File: src/sv/bbe_pkg.sv
package bbe_pkg;

    localparam int VW      = 48;
    localparam int EXT_W   = VW - 1;
    localparam int TS_W    = 32;
    localparam int TS_FRAC = 16;
    localparam int LO_W    = VW / 2;
    localparam int HI_W    = VW - LO_W;
    localparam int PH_W    = HI_W + TS_W + 1;
    localparam int PL_W    = LO_W + TS_W;
    localparam int PW      = VW + TS_W + 1;

    localparam int IN_RAW  = 8 * VW;
    localparam int IN_W    = ((IN_RAW + 7) / 8) * 8;
    localparam int OUT_RAW = 5 * VW + 4;
    localparam int OUT_W   = ((OUT_RAW + 7) / 8) * 8;

    typedef logic signed [VW-1:0] t_val;

    localparam t_val VMAX = t_val'({1'b0, {(VW-1){1'b1}}});
    localparam t_val VMIN = t_val'({1'b1, {(VW-1){1'b0}}});

    localparam logic [TS_W-1:0]  TS_RESET     = TS_W'(1092);
    localparam logic [EXT_W-1:0] HALF_RESET   = EXT_W'(65536);
    localparam logic [EXT_W-1:0] RADIUS_RESET = EXT_W'(6554);

    localparam logic [1:0] CFG_TIME_STEP = 2'd0;
    localparam logic [1:0] CFG_HALF      = 2'd1;
    localparam logic [1:0] CFG_RADIUS    = 2'd2;

    typedef enum logic [1:0] {
        MODE_LOAD  = 2'd0,
        MODE_ACCEL = 2'd1,
        MODE_MOVE  = 2'd2,
        MODE_NONE  = 2'd3
    } t_mode;

    typedef enum logic [1:0] {
        BNC_NONE = 2'd0,
        BNC_LOW  = 2'd1,
        BNC_HIGH = 2'd2
    } t_bounce;

    typedef struct packed {
        logic start;
        logic scale;
        logic add;
    } t_lane_ctl;

    typedef struct packed {
        t_val    pos;
        t_val    vel;
        t_bounce bounce;
    } t_lane_res;

endpackage

File: src/sv/bbe_merge.sv
module bbe_merge import bbe_pkg::*; (
    input  logic             i_clk,
    input  logic             i_rst_n,
    input  logic             i_commit,
    input  t_lane_res        i_res_x,
    input  t_lane_res        i_res_y,
    input  t_lane_res        i_res_z,
    output t_val             o_pos_x,
    output t_val             o_pos_y,
    output t_val             o_vel_x,
    output t_val             o_vel_y,
    output t_val             o_vel_z,
    output logic             o_free,
    output logic             o_tvalid,
    input  logic             i_tready,
    output logic [OUT_W-1:0] o_tdata
);

    t_val             r_pos_x;
    t_val             r_pos_y;
    t_val             r_vel_x;
    t_val             r_vel_y;
    t_val             r_vel_z;
    logic             r_out_valid;
    logic [OUT_W-1:0] r_out_data;
    logic [OUT_W-1:0] n_out_data;

    always_comb begin
        n_out_data                    = '0;
        n_out_data[0*VW +: VW]        = i_res_x.pos;
        n_out_data[1*VW +: VW]        = i_res_y.pos;
        n_out_data[2*VW +: VW]        = i_res_x.vel;
        n_out_data[3*VW +: VW]        = i_res_y.vel;
        n_out_data[4*VW +: VW]        = i_res_z.vel;
        n_out_data[5*VW +: 2]         = i_res_x.bounce;
        n_out_data[5*VW + 2 +: 2]     = i_res_y.bounce;
    end

    always_ff @(posedge i_clk) begin
        if (!i_rst_n) begin
            r_pos_x     <= '0;
            r_pos_y     <= '0;
            r_vel_x     <= '0;
            r_vel_y     <= '0;
            r_vel_z     <= '0;
            r_out_valid <= 1'b0;
        end else begin
            if (i_commit) begin
                r_pos_x     <= i_res_x.pos;
                r_pos_y     <= i_res_y.pos;
                r_vel_x     <= i_res_x.vel;
                r_vel_y     <= i_res_y.vel;
                r_vel_z     <= i_res_z.vel;
                r_out_valid <= 1'b1;
            end else if (i_tready) begin
                r_out_valid <= 1'b0;
            end
        end
    end

    always_ff @(posedge i_clk) begin
        if (i_commit) begin
            r_out_data <= n_out_data;
        end
    end

    assign o_pos_x  = r_pos_x;
    assign o_pos_y  = r_pos_y;
    assign o_vel_x  = r_vel_x;
    assign o_vel_y  = r_vel_y;
    assign o_vel_z  = r_vel_z;
    assign o_free   = !r_out_valid || i_tready;
    assign o_tvalid = r_out_valid;
    assign o_tdata  = r_out_data;

    a_no_overwrite: assert property (@(posedge i_clk) disable iff (!i_rst_n)
        i_commit |-> (!r_out_valid || i_tready))
        else $error("result overwritten before transaction");

    a_valid_from_commit: assert property (@(posedge i_clk) disable iff (!i_rst_n)
        $rose(r_out_valid) |-> $past(i_commit))
        else $error("output valid without a committed step");

endmodule

File: config.mk
export PLATFORM = sky130hd
export DESIGN_NAME = bbe_merge
export DESIGN_NICKNAME = d
export VERILOG_FILES = /design/src/sv/bbe_pkg.sv /design/src/sv/bbe_merge.sv
export SDC_FILE = /design/constraint.sdc
export NUM_CORES = 1
export LEC_CHECK = 0
export BUFFER_PORTS_ARGS = -buffer_cell sky130_fd_sc_hd__buf_2
export CORE_AREA = 2 2 310 312
export DETAILED_ROUTE_END_ITERATION = 10
export DIE_AREA = 0 0 312 314
export GPL_ROUTABILITY_DRIVEN = 0
export GPL_TIMING_DRIVEN = 0
export PLACE_DENSITY = 0.42
export SLEW_MARGIN = 20
export SYNTH_ARGS = -nofsm -noshare
export SYNTH_HDL_FRONTEND = slang
export SYNTH_SLANG_ARGS = --single-unit
File: constraint.sdc
create_clock -name i_clk -period 0.9 [get_ports i_clk]
set_clock_uncertainty 0.1 [all_clocks]
set_input_delay 0.045 -clock i_clk [delete_from_list [all_inputs] [get_ports i_clk]]
set_output_delay 0.045 -clock i_clk [all_outputs]
set_load 0.02 [all_outputs]
==> results of run 1 <==
## area by class of cell
cell class / count / share of cell area [%]
buffer: 58 / 1.73
clock buffer: 79 / 5.35
clock inverter: 25 / 0.526
inverter: 1 / 0.0126
multi-input combinational: 486 / 13.3
sequential: 485 / 41.9
tap: 1265 / 5.33
timing repair buffer: 1028 / 31.9
## cell families (layout without fill, tap and decap cells)
family                 Yosys count  after routing  share of synthesized area (%)
AOI/OAI and AO/OA                1              1                         0.0454
buffers and inverters           59           1191                           2.80
DFF                            485            485                           73.5
muxes                          240            240                           14.5
other                            1              4                         0.0227
and+or+nand+nor                241            241                           9.12
## routing by layer
metal | share of wire [%] | GRT usage (%)
met1 | 38 | 12.7
met2 | 52 | 21.7
met4 | 2.9 | 4.00
met3 | 7.0 | 3.77
met5 | 0 | 0
## what timing repair did
item,4_1_cts,5_1_grt
gates cloned,6,0
endpoints found under the hold margin,600,78
pin swaps,0,1
hold buffers,245,12
setup buffers,12,19
gates resized for setup,985,154
setup endpoints to repair,727,565
## sequential cells by signal, indices dropped and copies added (netlist names)
register	cells
o_vel_x	48
o_vel_z	48
o_tvalid	1
o_pos_y	48
o_pos_x	48
o_vel_y	48
o_tdata	244
## where the power goes
group	total (mW)	leakage [nW]	switching (mW)	internal (mW)
Clock	21.9	0.875	9.35	12.5
Sequential	25.9	4.46	0.878	25.0
Combinational	9.38	7.33	4.57	4.80
Total	57.1	12.7	14.8	42.3
## path summary, 6_finish.rpt
check                             startpoint           end  slack [ns]
worst min-delay path                i_tready      o_tvalid       -0.20
worst max register to register      o_tvalid      o_tvalid       -0.04
worst max-delay path            o_tdata[149]  o_tdata[149]       -0.60
worst min register to register   o_pos_y[42]   o_pos_y[42]        0.42
## cell usage in the layout (no fill, tap or decap), types with 2 or more instances in the layout
master / n
clkbuf_16: 57
mux2i_1: 239
conb_1: 4
dfxtp_4: 2
clkbuf_8: 8
dfxtp_2: 239
bufbuf_16: 6
nor2b_1: 240
inv_6: 2
clkinv_1: 3
clkbuf_1: 32
dlygate4sd3_1: 256
edfxtp_1: 244
buf_16: 3
buf_6: 443
buf_12: 4
buf_4: 38
clkbuf_2: 5
clkinv_2: 18
buf_2: 300
buf_8: 12
## tightest hold or removal path, cell delays in order
cell,delay [ns]
buf_2,0.08
nand2b_4,0.12
buf_6,0.08
buf_4,0.10
a21boi_2,0.04
## per-stage QoR
| step | TNS (ns) | setup WS (ns) | utilization, % | instance area (um2) | std cells |
|---|---|---|---|---|---|
| 2_1_floorplan | 0 | 0.000235 | - | 16600 | 1030 |
| 3_3_place_gp | -2176.49 | -5.02 | 23.1 | 21800 | 3027 |
| 3_5_place_dp | -433.74 | -1.49 | 23.2 | 21900 | 3029 |
| 4_1_cts | -205.96 | -0.740 | 30.7 | 29000 | 3396 |
| 5_1_grt | -204.70 | -0.729 | 31.5 | 29700 | 3427 |
| 6_report | -171.04 | -0.603 | 31.5 | 29700 | 3427 |
==> flow_summary.json, run 1 <==
{
  "fin_crit_sh_pct": 167,
  "power.leakage_nw": 12.7,
  "synth_top_cell_by_area": "edfxtp_1",
  "rsz0062_at_grt": "yes",
  "crit_buf_inv": 1,
  "top_level_ports": 788,
  "start_util_pct": 17.5,
  "clkSinkCount": 485,
  "synth.area.top_cells": "edfxtp_1 44%, dfxtp_1 29%, mux2i_1 15%, nor2b_1 9.1%, buf_8 1.0%",
  "cts.clk_slew.worst_paths_ns": 0.06,
  "area.sequential_um2": 12500,
  "slew_viol_final": 0,
  "synth_most_common_cell": "edfxtp_1",
  "slew_headroom_pct": 60.4,
  "synth-seq-cells": 485,
  "grt_pass1_vias": 13200,
  "nFillCells": 9536,
  "maxCapViolations": 0,
  "die_w_um": 312,
  "grt_max_degree": 89,
  "status": "finished, violations left",
  "grt_pass1_wl_mm": 86.8,
  "worst_pin_slew_ns": 0.594,
  "synth_cell_type_count": 14,
  "power_mw": 57.1,
  "wl_mm": 60.9,
  "path_max_fanout": 1,
  "cp_cell_sequence": "buf_6",
  "cts_buffer_depth": 3,
  "synthCells": 1027,
  "vias_per_cell": 3.57,
  "cts_tree": "done",
  "first_pass_iters": 4,
  "fp.dieH_um": 314,
  "path_delay_family": "flip-flops",
  "track_usage_pct": 11.8,
  "start_kind": "register",
  "vias": 12200,
  "coreArea_um2": 94400,
  "cts-root-buf": "clkbuf_16",
  "crit_slowest_cell": "edfxtp_1",
  "postSynthAreaPerCell_um2": 16.1,
  "detail_route.wl_per_cell_um": 17.8,
  "path_class": "register to primary output",
  "synthArstFlopShare_pct": 0,
  "fin_ws_ns": -0.603,
  "clock_latency_ns": 0.61,
  "p_per_area_nw_per_um2": 1920,
  "num_antenna_cells": 0,
  "synthTopCellsByCount": "244 x edfxtp_1, 241 x dfxtp_1, 240 x mux2i_1, 240 x nor2b_1, 23 x clkbuf_1",
  "max_freq_mhz": 666,
  "ir_worst_vdd_uv": 1230,
  "fin_nets": 2414,
  "finalHoldViolCount": 1,
  "critPathRequiredTime_ns": 0.75,
  "ant_nets": 0,
  "cp.depth": 1,
  "htreeDepth": 2,
  "drive_above_1_share_pct": 52.8,
  "design.die.area_um2": 98000,
  "yosys_most_used_dff": "edfxtp_1",
  "worstHoldPathCells": 5,
  "yosysWarningCount": 0,
  "hold_path_class": "input pin to register",
  "r2r_cells": 4,
  "antenna_found_initial": 3,
  "row_count": 113,
  "yosysSeqAreaShare_pct": 73.5,
  "setup-violations-final": 498,
  "synth_edf_count": 244,
  "synth_area_um2": 16500,
  "syn2layout_area_growth_pct": 79.7,
  "grt_remaining_overflow": 0,
  "endpoint_kind": "primary output",
  "worst_ep_arrival_time_ns": 1.36,
  "drtIter0Drc": 413,
  "port_buffers": 732,
  "violations": "hold timing, setup timing",
  "numCtsBuffers": 56,
  "fin_crit_ns": 1.50,
  "holdWs_ns": -0.201,
  "dp_hpwl_mm": 43.3,
  "synth_top_area_share_pct": 44.3,
  "critPathMaxStageDelay_ns": 0.54,
  "multi_input_area_um2": 3950,
  "route.detailed.drc": 0
}
Power figures use the tool's default switching activity.
==> inputs of run 2 (changes only) <==
CORE_AREA = 2 2 304 306   (was 2 2 310 312)
DIE_AREA = 0 0 306 308   (was 0 0 312 314)
PLACE_DENSITY = 0.43   (was 0.42)
==> run 2 against run 1 <==
Net effect:
- the flow still finishes with violations (hold timing, setup timing)
- sequential power is essentially flat
- clock power is essentially flat
- cell count is 2.7% lower
- largest power group unchanged
- wire length decreased by 0.68%
- count of clock-buffer cells in the layout increased by 9
- cell area is 0.62% lower
- critical endpoint is now o_tdata[235]
- power barely moved
- maximum frequency shrank 4.4%
- sequential share of layout area increased by 0.28 points
- combinational power is essentially flat
==> flow_summary.json, run 2 (same netlist as run 1, synthesis figures left out) <==
{
  "status": "finished, violations left",
  "track_usage_pct": 12.2,
  "detail_route.wl_per_cell_um": 18.2,
  "setup-violations-final": 561,
  "path_class": "register to primary output",
  "fin_crit_ns": 1.57,
  "drtIter0Drc": 444,
  "dp_hpwl_mm": 43.8,
  "r2r-end": "o_pos_y[21]",
  "holdWs_ns": -0.299,
  "r2r_start": "o_pos_y[21]",
  "coreArea_um2": 91000,
  "path_delay_family": "flip-flops",
  "fin_ws_ns": -0.672,
  "nFillCells": 9050,
  "cts-root-buf": "clkbuf_16",
  "antenna_found_initial": 3,
  "worst_pin_slew_ns": 0.512,
  "fp.dieH_um": 308,
  "grt_max_degree": 81,
  "fin_crit_sh_pct": 175,
  "ir_worst_vdd_uv": 1380,
  "place_ws_ns": -1.06,
  "max_freq_mhz": 636,
  "path_max_fanout": 1,
  "start_kind": "register",
  "final_cell_mix": "461 x buf_6, 280 x buf_2, 248 x dlygate4sd3_1, 244 x edfxtp_1",
  "htreeDepth": 2,
  "slew_headroom_pct": 65.9,
  "clock_latency_ns": 0.62,
  "cts.clk_slew.worst_paths_ns": 0.06,
  "wl_mm": 60.5,
  "ant_nets": 0,
  "cp_cell_sequence": "buf_6",
  "grt_pass1_wl_mm": 85.5,
  "vias": 12200,
  "worstHoldPathCells": 4,
  "design_area_um2": 29500,
  "cts_buffer_depth": 3,
  "fin_nets": 2396,
  "r2r_cells": 4,
  "syn2layout_area_growth_pct": 78.6,
  "hold_path_class": "input pin to register",
  "clkSinkCount": 485,
  "maxCapViolations": 0,
  "endpoint_kind": "primary output",
  "finalHoldViolCount": 44,
  "grt_pass1_vias": 13400,
  "vias_per_cell": 3.65,
  "crit_buf_inv": 1,
  "slew_viol_final": 0,
  "rsz0062_at_grt": "yes",
  "violations": "hold timing, setup timing",
  "worst_ep_arrival_time_ns": 1.43,
  "critPathRequiredTime_ns": 0.75,
  "layout_commonest_cell": "buf_6",
  "design.die.area_um2": 94200,
  "p_per_area_nw_per_um2": 1930,
  "critPathMaxStageDelay_ns": 0.57,
  "start_util_pct": 18.2,
  "route.detailed.drc": 0,
  "hold_path_end": "o_tvalid",
  "placed_cell_area_um2": 21800,
  "port_buffers": 732,
  "top_level_ports": 788,
  "die_w_um": 306,
  "power.leakage_nw": 12.6,
  "numCtsBuffers": 57,
  "drive_above_1_share_pct": 52.4,
  "hp-start": "i_tready",
  "cts_tree": "done",
  "power_mw": 57.1,
  "first_pass_iters": 6,
  "row_count": 111,
  "crit_slowest_cell": "edfxtp_1",
  "grt_remaining_overflow": 0,
  "r2r_slack_ns": -0.07,
  "largest_reg_flops": 244
}
==> run 2: cell types whose count changed in the layout (fill, tap and decap cells not counted), sizes merged <==
cell,before,now
clkbuf,102,112
buf,800,791
dlygate4sd3,256,248
clkinv,21,14
bufbuf,6,3
inv,3,5
clkinvlp,1,0
diode,0,1
==> run 2: timing repair <==
action | CTS | global route
pin swaps | 0 | 1
gates cloned | 3 | 0
gates resized for setup | 974 | 199
hold buffers | 252 | 1
endpoints found under the setup margin | 775 | 646
endpoints found under the hold margin | 537 | 54
setup buffers | 15 | 10
==> run 2: worst max-delay path by stage <==
stage	from	depth (start not counted)	slack, ns	endpoint
after global routing	o_tdata[235]	1	-0.73	o_tdata[235]
after detailed placement	i_commit	7	-1.06	o_vel_y[1]
after global placement	i_commit	6	-4.91	o_vel_z[46]
after floorplan	o_tvalid	2	0.0002	o_tvalid
final	o_tdata[235]	1	-0.67	o_tdata[235]
after CTS	o_tdata[235]	1	-0.75	o_tdata[235]
==> run 2: layout make-up <==
| cell class | instances | area (um2) | share of cell area, % |
|---|---|---|---|
| clock buffer | 88 | 1610 | 5.46 |
| clock inverter | 19 | 148 | 0.500 |
| inverter | 1 | 3.75 | 0.0127 |
| sequential | 485 | 12500 | 42.2 |
| buffer | 57 | 500 | 1.69 |
| antenna | 1 | 2.50 | 0.00847 |
| timing repair buffer | 1010 | 9380 | 31.8 |
| tap | 1186 | 1480 | 5.02 |
| multi-input combinational | 486 | 3940 | 13.3 |
==> run 2: stage by stage <==
| step | instances | hold slack, ns | util (%) | setup TNS, ns |
|---|---|---|---|---|
| 6_report | 3333 | -0.299 | 32.5 | -175.82 |
| 5_1_grt | 3332 | -0.340 | 32.5 | -213.77 |
| 4_1_cts | 3328 | -0.393 | 31.8 | -269.33 |
| 3_5_place_dp | 2951 | 0.124 | 24.0 | -343.95 |
| 3_3_place_gp | 2948 | 0.121 | 23.9 | -2155.71 |
| 2_1_floorplan | 1030 | 0.0439 | - | 0 |
==> run 2: where the power goes <==
| part | leakage [nW] | switching, mW | internal [mW] | total, mW |
|---|---|---|---|---|
| Sequential | 4.46 | 0.895 | 25.0 | 25.9 |
| Combinational | 7.27 | 4.57 | 4.79 | 9.36 |
| Clock | 0.860 | 9.27 | 12.6 | 21.9 |
| Total | 12.6 | 14.7 | 42.4 | 57.1 |
==> run 2: per-layer routing <==
metal  global-route usage [%]  up-vias  wire (um)  part of all wire, %
li1                         -     5747          -                    -
met1                     12.6     5800      22200                   37
met2                     22.4      504      31500                   52
met3                     4.12      107       4770                  7.9
met4                     5.01        0       2060                  3.4
met5                        0        -          0                    0
==> inputs of run 3 (changes only) <==
CORE_AREA = 3 3 305 307   (was 2 2 304 306)
DIE_AREA = 0 0 308 310   (was 0 0 306 308)
==> run 3 against run 2 <==
Net effect:
- largest power group unchanged
- wire length rose by 0.86%
- die area rose by 1.3%
- global-route usage fell by 0.16 points
- sequential share of layout area rose by 0.33 points
- sequential cell count did not move
- the flow still finishes with violations (hold timing, setup timing)
- combinational power fell by 1%
- count of clock-buffer cells in the layout fell by 10
- critical path depth did not move
==> flow_summary.json, run 3 (same netlist as run 1, synthesis figures left out) <==
{
  "row_count": 110,
  "grt_max_degree": 92,
  "wl_met2_mm": 31.6,
  "placedCellCount": 2940,
  "path_max_fanout": 1,
  "worstHoldPathCells": 1,
  "cts_hold_buf": 244,
  "coreArea_um2": 90300,
  "fin_ws_ns": -0.520,
  "cp.depth": 1,
  "layout_commonest_cell": "buf_6",
  "status": "finished, violations left",
  "path_delay_family": "flip-flops",
  "drive_above_1_share_pct": 52.9,
  "endpoint_kind": "primary output",
  "fin_tns_setup_ns": -164.68,
  "design.die.area_um2": 95500,
  "ant_nets": 0,
  "die_w_um": 308,
  "syn2layout_area_growth_pct": 77.1,
  "top_level_ports": 788,
  "area.sequential_um2": 12500,
  "final_cell_mix": "456 x buf_6, 286 x buf_2, 244 x dlygate4sd3_1, 244 x edfxtp_1",
  "route.detailed.drc": 0,
  "numCtsBuffers": 55,
  "grt_remaining_overflow": 0,
  "clkSinkCount": 485,
  "detail_route.wl_per_cell_um": 18.5,
  "multi_input_area_um2": 3940,
  "track_usage_pct": 12.0,
  "cp_cell_sequence": "buf_6",
  "fin_crit_sh_pct": 158,
  "cts-root-buf": "clkbuf_16",
  "first_pass_iters": 4,
  "path_class": "register to primary output",
  "slew_viol_final": 0,
  "largest_reg_flops": 244,
  "max_freq_mhz": 704,
  "hold_path_class": "input pin to register",
  "worst_pin_slew_ns": 0.590,
  "place_ws_ns": -1.07,
  "num_antenna_cells": 0,
  "rsz0062_at_grt": "yes",
  "dp_hpwl_mm": 44.2,
  "start_kind": "register",
  "antenna_found_initial": 3,
  "slew_headroom_pct": 60.6,
  "cts_tree": "done",
  "power.leakage_nw": 12.5,
  "maxCapViolations": 0,
  "clock_latency_ns": 0.60,
  "drt-met1-wl_mm": 22.5,
  "start_util_pct": 18.3,
  "grt_pass1_wl_mm": 85.6,
  "p_per_area_nw_per_um2": 1950,
  "violations": "hold timing, setup timing",
  "grt_pass1_vias": 13200,
  "fp.dieH_um": 310,
  "drtIter0Drc": 455,
  "htreeDepth": 2,
  "port_buffers": 732,
  "crit_slowest_cell": "edfxtp_1",
  "final_util_pct": 32.4,
  "holdWs_ns": -0.301,
  "crit_buf_inv": 1,
  "highest_layer": "met4",
  "cts_buffer_depth": 3,
  "critPathRequiredTime_ns": 0.75,
  "finalHoldViolCount": 83,
  "placed_cell_area_um2": 21800,
  "power_mw": 57.2,
  "fin_nets": 2380,
  "ir_worst_vdd_uv": 1380,
  "vias": 12000,
  "cts.clk_slew.worst_paths_ns": 0.06,
  "worst_ep_arrival_time_ns": 1.28,
  "r2r_cells": 3,
  "nFillCells": 8912,
  "final_cells": 3303,
  "design_area_um2": 29300,
  "critPathMaxStageDelay_ns": 0.49,
  "dr_wl_met3_mm": 5.06,
  "fin_crit_ns": 1.42,
  "wl_mm": 61.1,
  "setup-violations-final": 486,
  "vias_per_cell": 3.63
}
## run 3: cell types whose count changed in the layout (fill, tap and decap cells not counted), moves of 5 or more
cell	delta
clkinv_2	+5
clkbuf_1	-13
buf_6	-5
buf_2	+6
buf_4	-6
buf_12	-6
## run 3: repair_timing
action | in CTS | in global routing
endpoints found under the hold margin | 557 | 91
setup endpoints to repair | 846 | 592
pin swaps | 0 | 1
setup buffers | 4 | 12
cloned | 1 | 1
resized for setup | 947 | 217
## run 3: power by group
part,internal (mW),switching [mW]
sequential,25.0,0.865
combinational,4.68,4.58
clock,12.9,9.14
## run 3: worst paths after layout
check	start	end	slack [ns]
min reg2reg	o_pos_y[6]	o_pos_y[6]	0.42
min	i_commit	o_tdata[59]	-0.30
max	o_tdata[84]	o_tdata[84]	-0.52
max reg2reg	o_vel_y[1]	o_vel_y[1]	0.04
## run 3: per-layer routing
metal | track usage [%] | vias to the layer above
li1 | - | 5715
met1 | 12.7 | 5694
met2 | 21.9 | 497
met3 | 4.52 | 100
met4 | 4.08 | 0
met5 | 0 | -
## run 3: layout make-up
cell class	count	share of cell area, %
sequential	485	42.5
timing repair buffer	995	31.2
multi-input combinational	486	13.5
clock buffer	78	5.46
tap	1176	5.02
buffer	58	1.68
clock inverter	24	0.607
inverter	1	0.0128
